### src/sv/bre_pkg.sv
// Shared types and constants for the body rate to Euler rate transform.
`default_nettype none
package bre_pkg;
   localparam int unsigned AngleWidth    = 16;
   localparam int unsigned RateWidth     = 16;
   localparam int unsigned OutWidth      = 24;
   localparam int unsigned TermWidth     = 32;
   localparam int unsigned ProdWidth     = 48;
   localparam int unsigned NumWidth      = 61;
   localparam int unsigned DenWidth      = 31;
   localparam int unsigned QuoWidth      = 38;
   localparam int unsigned HornerSteps   = 7;
   localparam int unsigned SincosLatency = 3 * HornerSteps + 4;
   localparam int unsigned MixLatency    = 2;
   localparam int unsigned DivLatency    = QuoWidth;
   localparam int unsigned FinishLatency = 3;
   localparam int unsigned TotalLatency  = SincosLatency + MixLatency + DivLatency
                                           + FinishLatency;

   localparam logic signed [33:0] Q30Pi     = 34'sd3373259426;
   localparam logic signed [33:0] Q30HalfPi = 34'sd1686629713;
   localparam logic [31:0]        Q30One    = 32'd1073741824;
   localparam logic [31:0]        CosMin    = 32'd8388608;
   localparam logic signed [40:0] OutMax    = 41'sd8388607;
   localparam logic signed [40:0] OutMin    = -41'sd8388608;

   localparam logic [7:0]  SinDiv   [HornerSteps] = '{8'd210, 8'd156, 8'd110, 8'd72,
                                                       8'd42, 8'd20, 8'd6};
   localparam logic [7:0]  CosDiv   [HornerSteps] = '{8'd182, 8'd132, 8'd90, 8'd56,
                                                       8'd30, 8'd12, 8'd2};
   localparam logic [31:0] SinRecip [HornerSteps] = '{32'd20452225, 32'd27531841,
                                                       32'd39045157, 32'd59652323,
                                                       32'd102261126, 32'd214748364,
                                                       32'd715827882};
   localparam logic [31:0] CosRecip [HornerSteps] = '{32'd23598721, 32'd32537631,
                                                       32'd47721858, 32'd76695844,
                                                       32'd143165576, 32'd357913941,
                                                       32'd2147483648};

   typedef struct packed {
      logic signed [RateWidth-1:0] p;
      logic signed [16:0]          st15;
      logic signed [ProdWidth-1:0] pw;
      logic                        neg_quo;
      logic                        singular;
   } side_type;

   typedef struct packed {
      logic signed [RateWidth-1:0] p;
      logic signed [RateWidth-1:0] q;
      logic signed [RateWidth-1:0] r;
   } rates_type;
endpackage
`default_nettype wire

### src/sv/bre_finish.sv
// Roll term, rounding to rate units and output saturation.
`default_nettype none
module bre_finish (
   input  wire logic                              clock,
   input  wire logic                              adv,
   input  wire logic [bre_pkg::QuoWidth-1:0]      quo,
   input  wire bre_pkg::side_type                  side_in,
   output logic signed [bre_pkg::OutWidth-1:0]     roll_out,
   output logic signed [bre_pkg::OutWidth-1:0]     pitch_out,
   output logic signed [bre_pkg::OutWidth-1:0]     yaw_out,
   output logic                                    flag_out
);
   typedef struct packed {
      logic                                clip;
      logic signed [bre_pkg::OutWidth-1:0] value;
   } sat_type;

   function automatic sat_type sat_out(input logic signed [40:0] v);
      sat_type s;
      s.clip  = 1'b0;
      s.value = v[23:0];
      if (v > bre_pkg::OutMax) begin
         s.clip  = 1'b1;
         s.value = bre_pkg::OutMax[23:0];
      end else if (v < bre_pkg::OutMin) begin
         s.clip  = 1'b1;
         s.value = bre_pkg::OutMin[23:0];
      end
      return s;
   endfunction

   logic signed [38:0] yaw14;
   logic signed [55:0] prod;
   logic [46:0]        pw_mag;
   logic [47:0]        pw_sum;
   logic signed [18:0] pitch_r;
   logic signed [55:0] prod_ff;
   logic signed [38:0] yaw14_ff;
   logic signed [18:0] pitch1_ff;
   logic signed [15:0] p1_ff;
   logic               sing1_ff;

   logic [54:0]        prod_mag;
   logic signed [40:0] tq;
   logic signed [40:0] roll14;
   logic [37:0]        ymag;
   logic [38:0]        ysum;
   logic signed [25:0] yaw_r;
   sat_type            pitch_sat;
   logic signed [40:0] roll14_ff;
   logic signed [25:0] yaw_r_ff;
   logic signed [23:0] pitch2_ff;
   logic               flag2_ff;

   logic [39:0]        rmag;
   logic [40:0]        rsum;
   logic signed [27:0] roll_r;
   sat_type            roll_sat;
   sat_type            yaw_sat;
   logic signed [23:0] roll_ff;
   logic signed [23:0] pitch_ff;
   logic signed [23:0] yaw_ff;
   logic               flag_ff;

   always_comb begin
      yaw14   = side_in.neg_quo ? -$signed({1'b0, quo}) : $signed({1'b0, quo});
      prod    = yaw14 * side_in.st15;
      pw_mag  = side_in.pw[47] ? 47'(-side_in.pw) : side_in.pw[46:0];
      pw_sum  = {1'b0, pw_mag} + 48'd536870912;
      pitch_r = side_in.pw[47] ? -$signed({1'b0, pw_sum[47:30]})
                               : $signed({1'b0, pw_sum[47:30]});
   end

   always_comb begin
      prod_mag  = prod_ff[55] ? 55'(-prod_ff) : prod_ff[54:0];
      tq        = prod_ff[55] ? -$signed({1'b0, prod_mag[54:15]})
                              : $signed({1'b0, prod_mag[54:15]});
      roll14    = $signed({{11{p1_ff[15]}}, p1_ff, 14'd0}) + tq;
      ymag      = yaw14_ff[38] ? 38'(-yaw14_ff) : yaw14_ff[37:0];
      ysum      = {1'b0, ymag} + 39'd8192;
      yaw_r     = yaw14_ff[38] ? -$signed({1'b0, ysum[38:14]}) : $signed({1'b0, ysum[38:14]});
      pitch_sat = sat_out(41'(pitch1_ff));
   end

   always_comb begin
      rmag     = roll14_ff[40] ? 40'(-roll14_ff) : roll14_ff[39:0];
      rsum     = {1'b0, rmag} + 41'd8192;
      roll_r   = roll14_ff[40] ? -$signed({1'b0, rsum[40:14]}) : $signed({1'b0, rsum[40:14]});
      roll_sat = sat_out(41'(roll_r));
      yaw_sat  = sat_out(41'(yaw_r_ff));
   end

   always_ff @(posedge clock) begin
      if (adv) begin
         prod_ff   <= prod;
         yaw14_ff  <= yaw14;
         pitch1_ff <= pitch_r;
         p1_ff     <= side_in.p;
         sing1_ff  <= side_in.singular;

         roll14_ff <= roll14;
         yaw_r_ff  <= yaw_r;
         pitch2_ff <= pitch_sat.value;
         flag2_ff  <= sing1_ff | pitch_sat.clip;

         roll_ff   <= roll_sat.value;
         yaw_ff    <= yaw_sat.value;
         pitch_ff  <= pitch2_ff;
         flag_ff   <= flag2_ff | roll_sat.clip | yaw_sat.clip;
      end
   end

   assign roll_out  = roll_ff;
   assign pitch_out = pitch_ff;
   assign yaw_out   = yaw_ff;
   assign flag_out  = flag_ff;
endmodule
`default_nettype wire

### config.mk
export PLATFORM = sky130hd
export DESIGN_NAME = bre_finish
export DESIGN_NICKNAME = d
export VERILOG_FILES = /design/src/sv/bre_pkg.sv /design/src/sv/bre_finish.sv
export SDC_FILE = /design/constraint.sdc
export NUM_CORES = 2
export LEC_CHECK = 0
export BUFFER_PORTS_ARGS = -buffer_cell sky130_fd_sc_hd__buf_4
export CAP_MARGIN = 5
export CORE_ASPECT_RATIO = 0.5
export CORE_MARGIN = 2
export CORE_UTILIZATION = 65
export DETAILED_ROUTE_END_ITERATION = 10
export PLACE_DENSITY = 0.9
export RECOVER_POWER = 25
export SYNTH_ARGS = -nofsm -noshare
export SYNTH_HDL_FRONTEND = slang
export SYNTH_SLANG_ARGS = --single-unit
### constraint.sdc
create_clock -name clock -period 18.5 [get_ports clock]
set_input_delay 3.7 -clock clock [delete_from_list [all_inputs] [get_ports clock]]
set_output_delay 3.7 -clock clock [all_outputs]
set_load 0.01 [all_outputs]
Word level (Yosys, flattened, before mapping) --
Cells that the tools add are included.
Storage, ports and cells: logic and storage cells 53, register bits after elaboration 296
Cells by class: order comparisons 6, bitwise logic cells 3, mux-type cells 15, add/sub/neg operators 13, $mul 1
Operators by type and width (number):
- $mux W25 | 7
- $mul A39 B17 Y56 | 1
- $mux W55 | 1
- $neg A55 Y55 | 1
- $add A47 B30 Y48 const B | 1
- $mux W47 | 1
- $neg A47 Y47 | 1
- $add A30 B41 Y41 | 1
- $add A40 B14 Y41 const B | 1
- $mux W41 | 1
- $neg A40 Y41 | 1
- $mux W40 | 1
- $neg A40 Y40 | 1
- $add A38 B14 Y39 const B | 1
- $mux W39 | 1
- $neg A38 Y39 | 1
- $mux W38 | 1
- $neg A38 Y38 | 1
- $gt A28 B24 Y1 const B | 1
- $lt A28 B24 Y1 const B | 1
- $mux W28 | 1
- $neg A27 Y28 | 1
- $gt A26 B24 Y1 const B | 1
- $lt A26 B24 Y1 const B | 1
- other kinds (6) | 8

Logic depth before layout (Yosys ltp) --
word-level depth 10, depth in mapped cells 35, mapped depth without buffers 32

Least setup slack after synthesis --
No wires, ideal clock.
path type input to register, from in quo[12] in the netlist's numbering, to reg prod_ff[40], data pin, required time 18242 ps, stages 31, arrival time 11649 ps, path slack 6593 ps, setup time 258 ps, cell sequence or4_1 -> nor4_1 -> nand2b_1 -> or3_1 -> clkbuf_1 -> o41ai_1 -> xnor2_1 -> clkbuf_1 -> nand2_1 -> fa_1 -> fa_1 -> fa_1 -> inv_1 -> fa_1 -> fa_1 -> inv_1 -> fa_1 -> inv_1 -> ha_1 -> a21o_1 -> a21o_1 -> a21o_1 -> a21o_1 -> a21o_1 -> a21o_1 -> a221oi_1 -> o21bai_1 -> a21o_1 -> a21o_1 -> a21oi_1 -> xnor2_1
On the way: cells in the longest elaborated chain, start to end 3
Ends and longest elaborated chain:
- start: declaration | line bre_finish.sv:6 | input wire logic [bre_pkg::QuoWidth-1:0] quo,
- $neg A38 Y39 | line bre_finish.sv:66 | yaw14 = side_in.neg_quo ? -$signed({1'b0, quo}) : $signed({1'b0, quo});
- $mux W39 | line bre_finish.sv:66
- named net yaw14[25] | line bre_finish.sv:32 | logic signed [38:0] yaw14;
- $mul A39 B17 Y56 | line bre_finish.sv:67 | prod = yaw14 * side_in.st15;
- named net prod[40] | line bre_finish.sv:33 | logic signed [55:0] prod;
- end signal: assignment | line bre_finish.sv:95 | prod_ff <= prod;
- end: declaration | line bre_finish.sv:37 | logic signed [55:0] prod_ff;
The timed path passes the listed nets, and every way through them passes these cells. A chain may end at the register's enable or synchronous reset.

Worst setup path in the final report --
from in quo[5] in the netlist's numbering, to reg prod_ff[55], data pin
On the way: cells in the longest elaborated chain, start to end 3
Ends and longest elaborated chain (line):
- $neg A38 Y39 | bre_finish.sv:66
- $mux W39 (*) | bre_finish.sv:66
- $mul A39 B17 Y56 (*) | bre_finish.sv:67
- named net prod[55] | bre_finish.sv:33
Mark *: on every way through the listed nets, which the timed path passes. The rest lies on a longest branch.

==> impl_summary.log <==
INFO  metric status = complete, but fails checks
INFO  metric violations = design-rule violations, max-capacitance violations, max-slew violations
INFO  metric fill_cells = 4650
INFO  metric synth_cells = 4490
INFO  metric dp_slack = between 4 and 5 ns
INFO  metric die_area = ~0.066 mm²
INFO  metric worst_slew_pin_slew = 6.64 ns
INFO  metric synthTopCellsByArea = sky130_fd_sc_hd__fa_1, sky130_fd_sc_hd__edfxtp_1, sky130_fd_sc_hd__inv_1
INFO  metric synth.largest_area_cell = sky130_fd_sc_hd__fa_1
INFO  metric floorplan.core_area = 0.0631 mm²
INFO  metric achievable-frequency = 71.4 MHz
INFO  metric finalWorstPathRequiredPeriod = between 10 and 15 ns
INFO  metric wire_per_inst = 20.6 µm
INFO  metric timing.critical_path.mode_cell = sky130_fd_sc_hd__fa_1
INFO  metric dr.pass1.iters = 11
INFO  metric timing.setup.tns = 0 ns
INFO  metric fp-row-count = 65
INFO  metric initial_utilization = 0.658
INFO  metric clock_skew = 0.0210 ns
INFO  metric finalNetCount = 5449
INFO  metric critical-path-slowest-cell = sky130_fd_sc_hd__a211oi_1
INFO  metric clock_path_buffers = 3
INFO  metric share_of_flip_flops_with_an_asynchronous_set_or_reset = 0
INFO  metric critPathLaunchType = input pin
INFO  metric yosys.area.top_type_share = 0.302
INFO  metric io_pins = 196
INFO  metric grt_overflow = 0
INFO  metric cts.repair_timing.setup_buffer_count = 0
INFO  metric detailroute.via_count = 33.1k
INFO  metric drv.max_cap_violation_count = 1
INFO  metric setup-violations-final = 0
INFO  metric numPortBuffers = 195
INFO  metric clock_slew_at_the_register_clock_pins_of_the_worst_setup_and_hold_paths = 0.07 ns
INFO  metric post_cts.resized_instances = 0
INFO  metric synth.net_count = 5403
INFO  metric die_h = 183 µm
INFO  metric synth-seq-area-share = 0.208
INFO  metric first_global_vias = 33.8k
INFO  metric cp_required = 18.85 ns
INFO  metric yosys_register_bits = 288
INFO  metric synth_warnings = 0
INFO  metric drt_wl_total = 111 mm
INFO  metric final-max-slew-violation-count = 108
INFO  metric cts_inserted_buffers = 28
INFO  metric global_route_wire_length_before_repair = 177 mm
INFO  metric drtAntennaViolNets = 0
INFO  metric worstSkewPairLatency = 0.63 ns
INFO  metric chipWidth = 361 µm
INFO  metric drt_first_iter_violations = 3679
INFO  metric number_of_remaining_drc_errors = 1
INFO  metric clock_sinks = 288
INFO  metric worst_slew_margin_rel = -3.43
INFO  metric fraction_of_final_layout_cells_with_drive_strength_greater_than_1 = 0.0781
INFO  metric crit_fanout = 15
INFO  metric synth-edff-count = 288
INFO  metric layout_worst_path_cycle_share = 0.757
INFO  metric post_synth_most_frequent_cells = sky130_fd_sc_hd__inv_1, sky130_fd_sc_hd__fa_1, sky130_fd_sc_hd__nand2_1
INFO  metric htree_num_levels = 1
INFO  metric place_congestion = 0.998
INFO  metric avgViaCountPerCell = 6.14
INFO  metric areaGrowthSynthToFinish = 7.10%
INFO  metric post-route-worst-setup-slack = approximately 4.5 ns
INFO  metric hpwlAfterDp = 85.2 mm
INFO  metric yosys.cell_count.top_type = sky130_fd_sc_hd__inv_1
INFO  metric tritoncts = done
INFO  metric finalHoldViolations = 0
INFO  metric cts-root-buf = sky130_fd_sc_hd__clkbuf_16
INFO  metric avgSynthCellArea = around 9.2 µm²
INFO  metric synth_ff_type = sky130_fd_sc_hd__edfxtp_1
INFO  metric timing.setup.critical_path_class = in2reg
INFO  metric number_of_antenna_violations_at_the_first_check_in_global_routing = 5
INFO  metric unique_cell_type_count_in_the_yosys_netlist = 100
INFO  metric netlist_area = 0.0415 mm²
INFO  metric grt_setup_unrepaired = false
INFO  metric hold_path_class = reg2reg
INFO  metric critical_path_arrival = about 14 ns
INFO  metric grt_start_max_net_pins = 183
INFO  metric setup.worst_path.end_class = register
INFO  metric postCtsHoldBufs = 0
INFO  metric track_usage = 0.340
INFO  metric critical_path.max_stage_delay = 1.02 ns
[placed cells by master (no fill, tap or decap), drive strengths merged, types with 18 or more instances in the layout]
cell type    n
or2         18
a211oi      23
o31ai       32
o41ai       18
nand2      581
nor2       184
o21bai      18
and3        41
buf        227
clkbuf      52
a21o        43
nor4        40
nand4       37
or3         45
and2       303
o21ai      161
a41oi       22
xor2        79
nor3        59
nand2b      27
a31oi       20
nor2b       20
fa         627
a21oi      125
ha         163
xnor2      247
nand3       84
edfxtp     288
inv        747
or4         18
[final timing paths]
path	from	endpoint	slack [ns]	depth (start not counted)
worst max register to register	prod_ff[2]$_DFFE_PP_	roll14_ff[40]$_DFFE_PP_	10.85	26
worst min register to register	pitch1_ff[11]$_DFFE_PP_	pitch2_ff[11]$_SDFFCE_PP1P_	0.42	0
worst min-delay path	pitch1_ff[11]$_DFFE_PP_	pitch2_ff[11]$_SDFFCE_PP1P_	0.42	0
worst max-delay path	quo[5]	prod_ff[55]$_DFFE_PP_	4.49	29
[critical path: cells and delay by family]
kind | cells | cell delay (ns)
XOR/XNOR | 2 | 0.34
AND/OR/NAND/NOR | 6 | 2.40
AO/OA/AOI/OAI | 8 | 3.66
adder cells (fa/ha/maj) | 7 | 3.62
buffers and inverters | 6 | 0.60
[state kept, by name (all words and copies together) (netlist names)]
signal     count
prod_ff       56
roll14_ff     41
yaw14_ff      39
yaw_r_ff      26
roll_out      24
yaw_out       24
pitch2_ff     20
pitch_out     20
pitch1_ff     19
p1_ff         16
flag2_ff       1
flag_out       1
sing1_ff       1
[stage by stage]
step	hold slack, ns	cell area [µm²]	utilization	std cells
2_1_floorplan	0.400	41500	-	4490
3_3_place_gp	0.401	43600	0.690	5343
3_5_place_dp	0.405	43600	0.690	5343
4_1_cts	0.420	44500	0.705	5395
5_1_grt	0.423	44500	0.705	5398
6_report	0.419	44500	0.705	5399
[metal layers]
layer  global-route usage  wire [µm]
met1                0.441      42300
met2                0.554      51300
met3               0.0859      12600
met4                0.131       4830
met5                    0         13
[area by class of cell]
class,instances,area [µm²],area share
clock inverters,19,236,0.00532
clock buffers,33,719,0.0162
well taps,837,1050,0.0235
flip-flops and latches,288,8650,0.194
multi-input cells,3226,29200,0.656
inverters,746,2800,0.0630
repair buffers,246,1830,0.0410
diodes,4,10.0,0.000225
[logic make-up after synthesis]
group	after synthesis	synth area share
XOR/XNOR	327	0.0693
adder cells (fa/ha/maj)	791	0.352
AND/OR/NAND/NOR	1496	0.179
buffers and inverters	976	0.0895
flip-flops	288	0.208
AO/OA/AOI/OAI	595	0.0976
multiplexers	17	0.00437
Power is left out: the tool's default activity adds up to more than one toggle a clock period on the data nets, which glitch-free logic cannot reach.
